<file path="config.mk">
export PLATFORM = sky130hd
export DESIGN_NAME = vector_lane_add_sub_unit
export DESIGN_NICKNAME = d
export VERILOG_FILES = /design/src/sv/vlas_pkg.sv /design/src/sv/vector_lane_add_sub_unit.sv /design/src/sv/vlas_lane.sv
export SDC_FILE = /design/constraint.sdc
export NUM_CORES = 2
export LEC_CHECK = 0
export BUFFER_PORTS_ARGS = -buffer_cell sky130_fd_sc_hd__buf_4
export CORE_MARGIN = 3
export CORE_UTILIZATION = 60
export DETAILED_ROUTE_END_ITERATION = 16
export PLACE_DENSITY = 0.86
export SYNTH_ARGS = -nofsm -noshare
export SYNTH_HDL_FRONTEND = slang
export SYNTH_SLANG_ARGS = --single-unit
export TNS_END_PERCENT = 50
</file>
<file path="constraint.sdc">
create_clock -name clk -period 16.61 [get_ports clk]
set_clock_uncertainty 0.05 [all_clocks]
set_input_delay 0.8305 -clock clk [delete_from_list [all_inputs] [get_ports clk]]
set_output_delay 0.8305 -clock clk [all_outputs]
set_load 0.005 [all_outputs]
</file>
<file path="src/sv/vlas_pkg.sv">
`default_nettype none
// Shared types, constants and helper functions for the vector lane add/sub unit.
// Used by vlas_lane and by the top level vector_lane_add_sub_unit; no dependencies.
package vlas_pkg;

    // Field layout: eight 16-bit lanes, four lanes per 64-bit half.
    localparam int unsigned FIELD_LANES = 8;
    localparam int unsigned LANE_W      = 16;
    localparam int unsigned VEC_W       = FIELD_LANES * LANE_W;
    localparam int unsigned ACTION_W    = 3;

    // Stream payload widths.
    localparam int unsigned IN_DATA_W   = 2 * VEC_W;
    localparam int unsigned OUT_DATA_W  = 2 * VEC_W + 2 * FIELD_LANES;

    typedef logic [ACTION_W-1:0] action_t;
    typedef logic [LANE_W-1:0]   lane_t;

    // Operation codes.
    localparam action_t ACT_ADD_CLAMP = 3'd0;
    localparam action_t ACT_SUB_CLAMP = 3'd1;
    localparam action_t ACT_ABS       = 3'd2;
    localparam action_t ACT_ADD_CARRY = 3'd3;
    localparam action_t ACT_SUB_BORROW = 3'd4;

    // Signed 16-bit limits.
    localparam lane_t LANE_MAX = 16'h7FFF;
    localparam lane_t LANE_MIN = 16'h8000;

    // Everything one lane produces for one item.
    typedef struct packed {
        lane_t vd;
        lane_t acc;
        logic  carry;
        logic  not_equal;
    } lane_result_t;

    // Clamp an 18-bit signed value to the signed 16-bit range.
    function automatic lane_t clamp16(input logic signed [17:0] v);
        lane_t res;
        if (v > 18'sd32767) begin
            res = LANE_MAX;
        end
        else if (v < -18'sd32768) begin
            res = LANE_MIN;
        end
        else begin
            res = v[15:0];
        end
        return res;
    endfunction

endpackage
`default_nettype wire

</file>
<file path="src/sv/vector_lane_add_sub_unit.sv">
`default_nettype none
// Top level of the vector lane add/sub unit: input register, eight lane
// datapaths, flag and accumulator state, and result register. Depends on
// vlas_pkg and vlas_lane.
//
//  Channel  Direction  Payload
//  -------  ---------  ------------------------------------------------------
//  s_axis   in         tuser: action; tdata: vs lanes 0-7, vt lanes 0-7
//  m_axis   out        tdata: vd lanes 0-7, acc lanes 0-7, carry, not-equal
//
// Every item passes through the input register, where the lane datapaths
// and the flag state meet, and then through the result register, from which
// its result is taken. A new item is accepted every cycle as long as the
// result register drains. The carry, not-equal and accumulator state is
// updated at the same edge that moves an item into the result register, so
// the next item already sees it.
// Reset clears both valid bits and all state.
// When m_axis stalls with a result held, one more item can wait in the input
// register; after that s_axis_tready drops until the result is taken.
module vector_lane_add_sub_unit #(
    parameter int unsigned LANES = 8
) (
    input  logic                                clk,
    input  logic                                rst_n,

    input  logic                                s_axis_tvalid,
    output logic                                s_axis_tready,
    // Fields from bit 0 up: vs_first_half, vs_second_half, vt_first_half,
    // vt_second_half (64 bits each).
    input  logic [vlas_pkg::IN_DATA_W-1:0]      s_axis_tdata,
    // Fields from bit 0 up: action (3 bits).
    input  vlas_pkg::action_t                   s_axis_tuser,

    output logic                                m_axis_tvalid,
    input  logic                                m_axis_tready,
    // Fields from bit 0 up: vd_first_half, vd_second_half, acc_first_half,
    // acc_second_half (64 bits each), carry_out_flags, not_equal_out_flags
    // (8 bits each).
    output logic [vlas_pkg::OUT_DATA_W-1:0]     m_axis_tdata
);
    import vlas_pkg::*;

    // Lanes at or above this count are not computed and keep their accumulator.
    localparam int unsigned ACT_LANES = (LANES > FIELD_LANES) ? FIELD_LANES : LANES;

    // Input register.
    logic                   in_valid_reg;
    action_t                in_action_reg;
    logic [VEC_W-1:0]       in_vs_reg;
    logic [VEC_W-1:0]       in_vt_reg;

    // Result register.
    logic                   out_valid_reg;
    logic [OUT_DATA_W-1:0]  out_data_reg;
    logic [OUT_DATA_W-1:0]  out_data_next;

    // Architectural state.
    logic [FIELD_LANES-1:0] carry_reg;
    logic [FIELD_LANES-1:0] carry_next;
    logic [FIELD_LANES-1:0] not_equal_reg;
    logic [FIELD_LANES-1:0] not_equal_next;
    lane_t                  acc_reg  [FIELD_LANES];
    lane_t                  acc_next [FIELD_LANES];

    logic [VEC_W-1:0]       vd_vec;
    logic [VEC_W-1:0]       acc_vec;
    logic                   advance;

    // The item in the input register moves on whenever the result register
    // is empty or being emptied.
    assign advance       = in_valid_reg && (!out_valid_reg || m_axis_tready);
    assign s_axis_tready = !in_valid_reg || advance;

    genvar gi;
    generate
        for (gi = 0; gi < FIELD_LANES; gi = gi + 1) begin : g_lane
            if (gi < ACT_LANES) begin : g_active
                lane_result_t res;

                vlas_lane u_lane (
                    .action       (in_action_reg),
                    .vs           (in_vs_reg[gi*LANE_W +: LANE_W]),
                    .vt           (in_vt_reg[gi*LANE_W +: LANE_W]),
                    .acc_in       (acc_reg[gi]),
                    .carry_in     (carry_reg[gi]),
                    .not_equal_in (not_equal_reg[gi]),
                    .result       (res)
                );

                assign vd_vec[gi*LANE_W +: LANE_W] = res.vd;
                assign acc_next[gi]                = res.acc;
                assign carry_next[gi]              = res.carry;
                assign not_equal_next[gi]          = res.not_equal;
            end
            else begin : g_idle
                // The clamping add and subtract clear the whole flag sets,
                // including lanes that are not computed.
                assign vd_vec[gi*LANE_W +: LANE_W] = '0;
                assign acc_next[gi]                = acc_reg[gi];
                assign carry_next[gi]              =
                    ((in_action_reg == ACT_ADD_CLAMP) || (in_action_reg == ACT_SUB_CLAMP))
                    ? 1'b0 : carry_reg[gi];
                assign not_equal_next[gi]          =
                    ((in_action_reg == ACT_ADD_CLAMP) || (in_action_reg == ACT_SUB_CLAMP))
                    ? 1'b0 : not_equal_reg[gi];
            end
            assign acc_vec[gi*LANE_W +: LANE_W] = acc_next[gi];
        end
    endgenerate

    assign out_data_next = {not_equal_next, carry_next, acc_vec, vd_vec};

    // Handshake control and flag/accumulator state.
    always_ff @(posedge clk or negedge rst_n)
    begin
        if (!rst_n) begin
            in_valid_reg  <= 1'b0;
            out_valid_reg <= 1'b0;
            carry_reg     <= '0;
            not_equal_reg <= '0;
            for (int i = 0; i < FIELD_LANES; i++) begin
                acc_reg[i] <= '0;
            end
        end
        else begin
            if (s_axis_tready) begin
                in_valid_reg <= s_axis_tvalid;
            end
            if (advance) begin
                out_valid_reg <= 1'b1;
                carry_reg     <= carry_next;
                not_equal_reg <= not_equal_next;
                for (int i = 0; i < FIELD_LANES; i++) begin
                    acc_reg[i] <= acc_next[i];
                end
            end
            else if (m_axis_tready) begin
                out_valid_reg <= 1'b0;
            end
        end
    end

    // Payload registers.
    always_ff @(posedge clk)
    begin
        if (s_axis_tready && s_axis_tvalid) begin
            in_action_reg <= s_axis_tuser;
            in_vs_reg     <= s_axis_tdata[VEC_W-1:0];
            in_vt_reg     <= s_axis_tdata[IN_DATA_W-1:VEC_W];
        end
        if (advance) begin
            out_data_reg <= out_data_next;
        end
    end

    assign m_axis_tvalid = out_valid_reg;
    assign m_axis_tdata  = out_data_reg;

endmodule
`default_nettype wire

</file>
<file path="src/sv/vlas_lane.sv">
`default_nettype none
// One lane of the add/sub unit: computes the destination element, the new
// accumulator slice and the new lane flags. Depends on vlas_pkg.
module vlas_lane (
    input  vlas_pkg::action_t      action,
    input  vlas_pkg::lane_t        vs,
    input  vlas_pkg::lane_t        vt,
    input  vlas_pkg::lane_t        acc_in,
    input  logic                   carry_in,
    input  logic                   not_equal_in,
    output vlas_pkg::lane_result_t result
);
    import vlas_pkg::*;

    logic signed [17:0] s_ext;
    logic signed [17:0] t_ext;
    logic signed [17:0] c_ext;
    logic signed [17:0] add_wide;
    logic signed [17:0] sub_wide;
    logic [16:0]        u_sum;
    logic [16:0]        u_diff;
    lane_t              abs_raw;
    lane_t              abs_val;

    assign s_ext = {{2{vs[15]}}, vs};
    assign t_ext = {{2{vt[15]}}, vt};
    assign c_ext = {17'd0, carry_in};

    assign add_wide = s_ext + t_ext + c_ext;
    assign sub_wide = s_ext - t_ext - c_ext;

    assign u_sum  = {1'b0, vs} + {1'b0, vt};
    assign u_diff = {1'b0, vs} - {1'b0, vt};

    // VT times the sign of VS; a result equal to LANE_MIN saturates to LANE_MAX.
    always_comb
    begin
        if (vs[15]) begin
            abs_raw = 16'd0 - vt;
        end
        else if (vs == 16'd0) begin
            abs_raw = 16'd0;
        end
        else begin
            abs_raw = vt;
        end
        abs_val = (abs_raw == LANE_MIN) ? LANE_MAX : abs_raw;
    end

    always_comb
    begin
        result.vd        = 16'd0;
        result.acc       = acc_in;
        result.carry     = carry_in;
        result.not_equal = not_equal_in;
        case (action)
            ACT_ADD_CLAMP: begin
                result.vd        = clamp16(add_wide);
                result.acc       = add_wide[15:0];
                result.carry     = 1'b0;
                result.not_equal = 1'b0;
            end
            ACT_SUB_CLAMP: begin
                result.vd        = clamp16(sub_wide);
                result.acc       = sub_wide[15:0];
                result.carry     = 1'b0;
                result.not_equal = 1'b0;
            end
            ACT_ABS: begin
                result.vd  = abs_val;
                result.acc = abs_val;
            end
            ACT_ADD_CARRY: begin
                result.vd        = u_sum[15:0];
                result.acc       = u_sum[15:0];
                result.carry     = u_sum[16];
                result.not_equal = 1'b0;
            end
            ACT_SUB_BORROW: begin
                result.vd        = u_diff[15:0];
                result.acc       = u_diff[15:0];
                result.carry     = u_diff[16];
                result.not_equal = (vs != vt);
            end
            default: begin
                // Undefined operation: no change, destination reads zero.
                result.vd = 16'd0;
            end
        endcase
    end

endmodule
`default_nettype wire
</file>
==> results.cfg <==
[cts]
cts_made_buffers = 77
clock_sink_count = 677
cts_tree = done
htree_levels = 3
cts.clk_slew.worst_paths_ns = 0.06
ctsHoldBuffers = 0
cts_setup_buffers = 0
clockBufferDepth = 3
cts_root_buffer = clkbuf_16
cts-resized-gates = 0
worstSkewPairLatency_ns = 0.68

[detailed_routing]
wire_per_inst_um = 26.7
dr_wl_met3_um = 28600
ant_nets = 0
wirelength_um = 215000
vias_per_cell = 6.99
drc = 0
dr.first_iter.drc_count = 8773
wl_met2_um = 91900
wl_met1_um = 82000
top_layer = met5
drt-pass1-iter-count = 12
dr_total_vias = 56300

[floorplanning]
io_pins = 537
die_width_um = 310
dieArea_um2 = 96400
rows = 111
fp.dieH_um = 310
initial_core_util_pct = 60.6
core_area_um2 = 91800

[synth]
synth-edff-count = 531
synth_nets = 7013
syn_inst = 6438
syn-cell-area_um2 = 55600
ys_types = 108
ys_warn_count = 0
yosysTopAreaCell = edfxtp_1
synth.area.top_cells = edfxtp_1, ha_1, dfrtp_1, xnor2_1, a21oi_1
yosys_most_used_dff = edfxtp_1
ys_seq_area_share_pct = 35.2
ys_async_sr_fraction_pct = 21.6
yosysTopAreaCellShare_pct = 28.7
avgSynthCellArea_um2 = 8.64
ys_seq_elements = 677

[timing]
setup_tns_ns = 0
max_freq_ghz = 0.166
fin_crit_sh_pct = 36.3
fin_crit_ns = 6.04
tightest_slew_ns = 1.39
rsz0062_at_grt = false
hold_violations = 0
worst_slack_ns = 10.57
hold_slack_ns = 0.211
drv_slew = 0
relSlewSlack_pct = 6.79
setup_viol = 0

[power]
p_leak_uw = 0.0248
cellPowerDensity_nw_per_um2 = 101
vdd_ir_drop_max_v = 0.000118

[worst_setup_path]
arrival_ns = 6.31
worstSetupEndpointType = register
crit_required_ns = 16.88
cp_max_fo = 15
start_kind = register
critPathKind = reg2reg

[finish]
fin_nets = 7313
mostFrequentLayoutCell = buf_4
layout_common_cells = buf_4, nor2_1, edfxtp_1
area_growth_syn_to_layout_pct = 13.3
final_layout_size_suffix_gt1_share_pct = 13.2
largest_reg_flops = 272
instances_no_fill = 8050

[outcome]
outcome = complete, no violations

[flow_run]
max_cap_viol_count = 0

[global_routing]
grt_max_degree = 135
grt_overflow_total = 0
grt_antenna_before_repair = 6
grt_pass1_wl_um = 318000
track_usage_pct = 43.0
grt_pass1_vias = 51900

[placed_design]
hpwl_um = 157000
portBuffers = 536
routabilityCongestion = 1.08
place_ws_ns = 10.85
dp.cells = 7902

[hold_path]
hold_path_class = in2async
## path summary, 6_finish.rpt
check                                  startpoint          endpoint  slack [ns]  depth (start not counted)
worst max-delay path                in_vt_reg[66]  m_axis_tdata[75]       10.57                         12
worst min-delay path                        rst_n       acc_reg[69]        0.21                          1
worst max register to register      in_vt_reg[66]  m_axis_tdata[75]       10.57                         12
worst min register to register   not_equal_reg[0]  not_equal_reg[0]        0.43                          2
max in group asynchronous                   rst_n       acc_reg[75]       14.75                          2
min in group clk                s_axis_tdata[151]     in_vt_reg[23]        0.27                          1
## layout make-up
cell class | count | area (um2)
tap | 1243 | 1560
clock inverter | 41 | 537
timing repair buffer | 598 | 4510
multi-input combinational | 5079 | 33500
sequential | 677 | 19600
antenna | 4 | 10.0
inverter | 305 | 1150
fill | 7299 | 28800
clock buffer | 103 | 2160
## stage by stage
step / util, % / total power [uW] / area, um2
after floorplan: - / 3690 / 55600
after global placement: 65.7 / 4410 / 60300
after detailed placement: 65.7 / 4460 / 60300
after CTS: 68.6 / 6290 / 63000
after global routing: 68.6 / 6630 / 63000
final: 68.6 / 6380 / 63000
## synth_stat cells (all sizes together), types with 50 or more instances
library cell	instances
nand2b	105
nor2b	83
clkbuf	308
a21o	84
o21ai	407
o2111ai	60
edfxtp	531
o21a	61
and3	90
inv	298
ha	296
or2	52
nor2	575
nor3	207
o211ai	63
a211oi	98
nand3	202
a31oi	84
nand2	505
and2	62
xor2	104
nand4	79
buf	69
xnor2	257
o22ai	62
a221oi	50
nor4	113
a21oi	441
or3	93
o31ai	75
dfrtp	146
## routing by layer
layer	up-vias	track usage (%)
met5	-	0
met4	12	21.0
met3	817	13.1
met2	3973	64.5
met1	26600	56.5
li1	24900	-
## logic make-up (layout without fill, tap and decap cells)
kind of cell / after synthesis / count (layout) / synth area share [%]
and+or+nand+nor: 2346 / 2346 / 21.3
AOI/OAI and AO/OA: 1985 / 1985 / 24.3
buffers and inverters: 682 / 1047 / 4.75
DFF: 677 / 677 / 35.2
xor gates and xnor gates: 361 / 361 / 5.68
adders and majority gates: 312 / 312 / 7.23
muxes: 75 / 75 / 1.45
other: 0 / 4 / 0
## worst max-delay path, cell delays in order, from the launching register on
cell,delay (ns)
edfxtp_1,0.50
inv_1,0.13
ha_1,0.51
nor3b_1,0.44
o311ai_1,0.19
and3_1,0.22
o311ai_0,0.93
o21ai_1,0.36
nor4_1,0.59
and2_1,0.35
mux2_2,0.37
a21oi_1,0.84
nand4_1,0.22
## report_power, final
group | total, uW | internal, uW | switching [uW]
Clock | 1840 | 1070 | 770
Sequential | 2320 | 2130 | 199
Combinational | 2210 | 820 | 1390
Total | 6380 | 4020 | 2360
No activity file was read; power rests on OpenSTA's default activity.
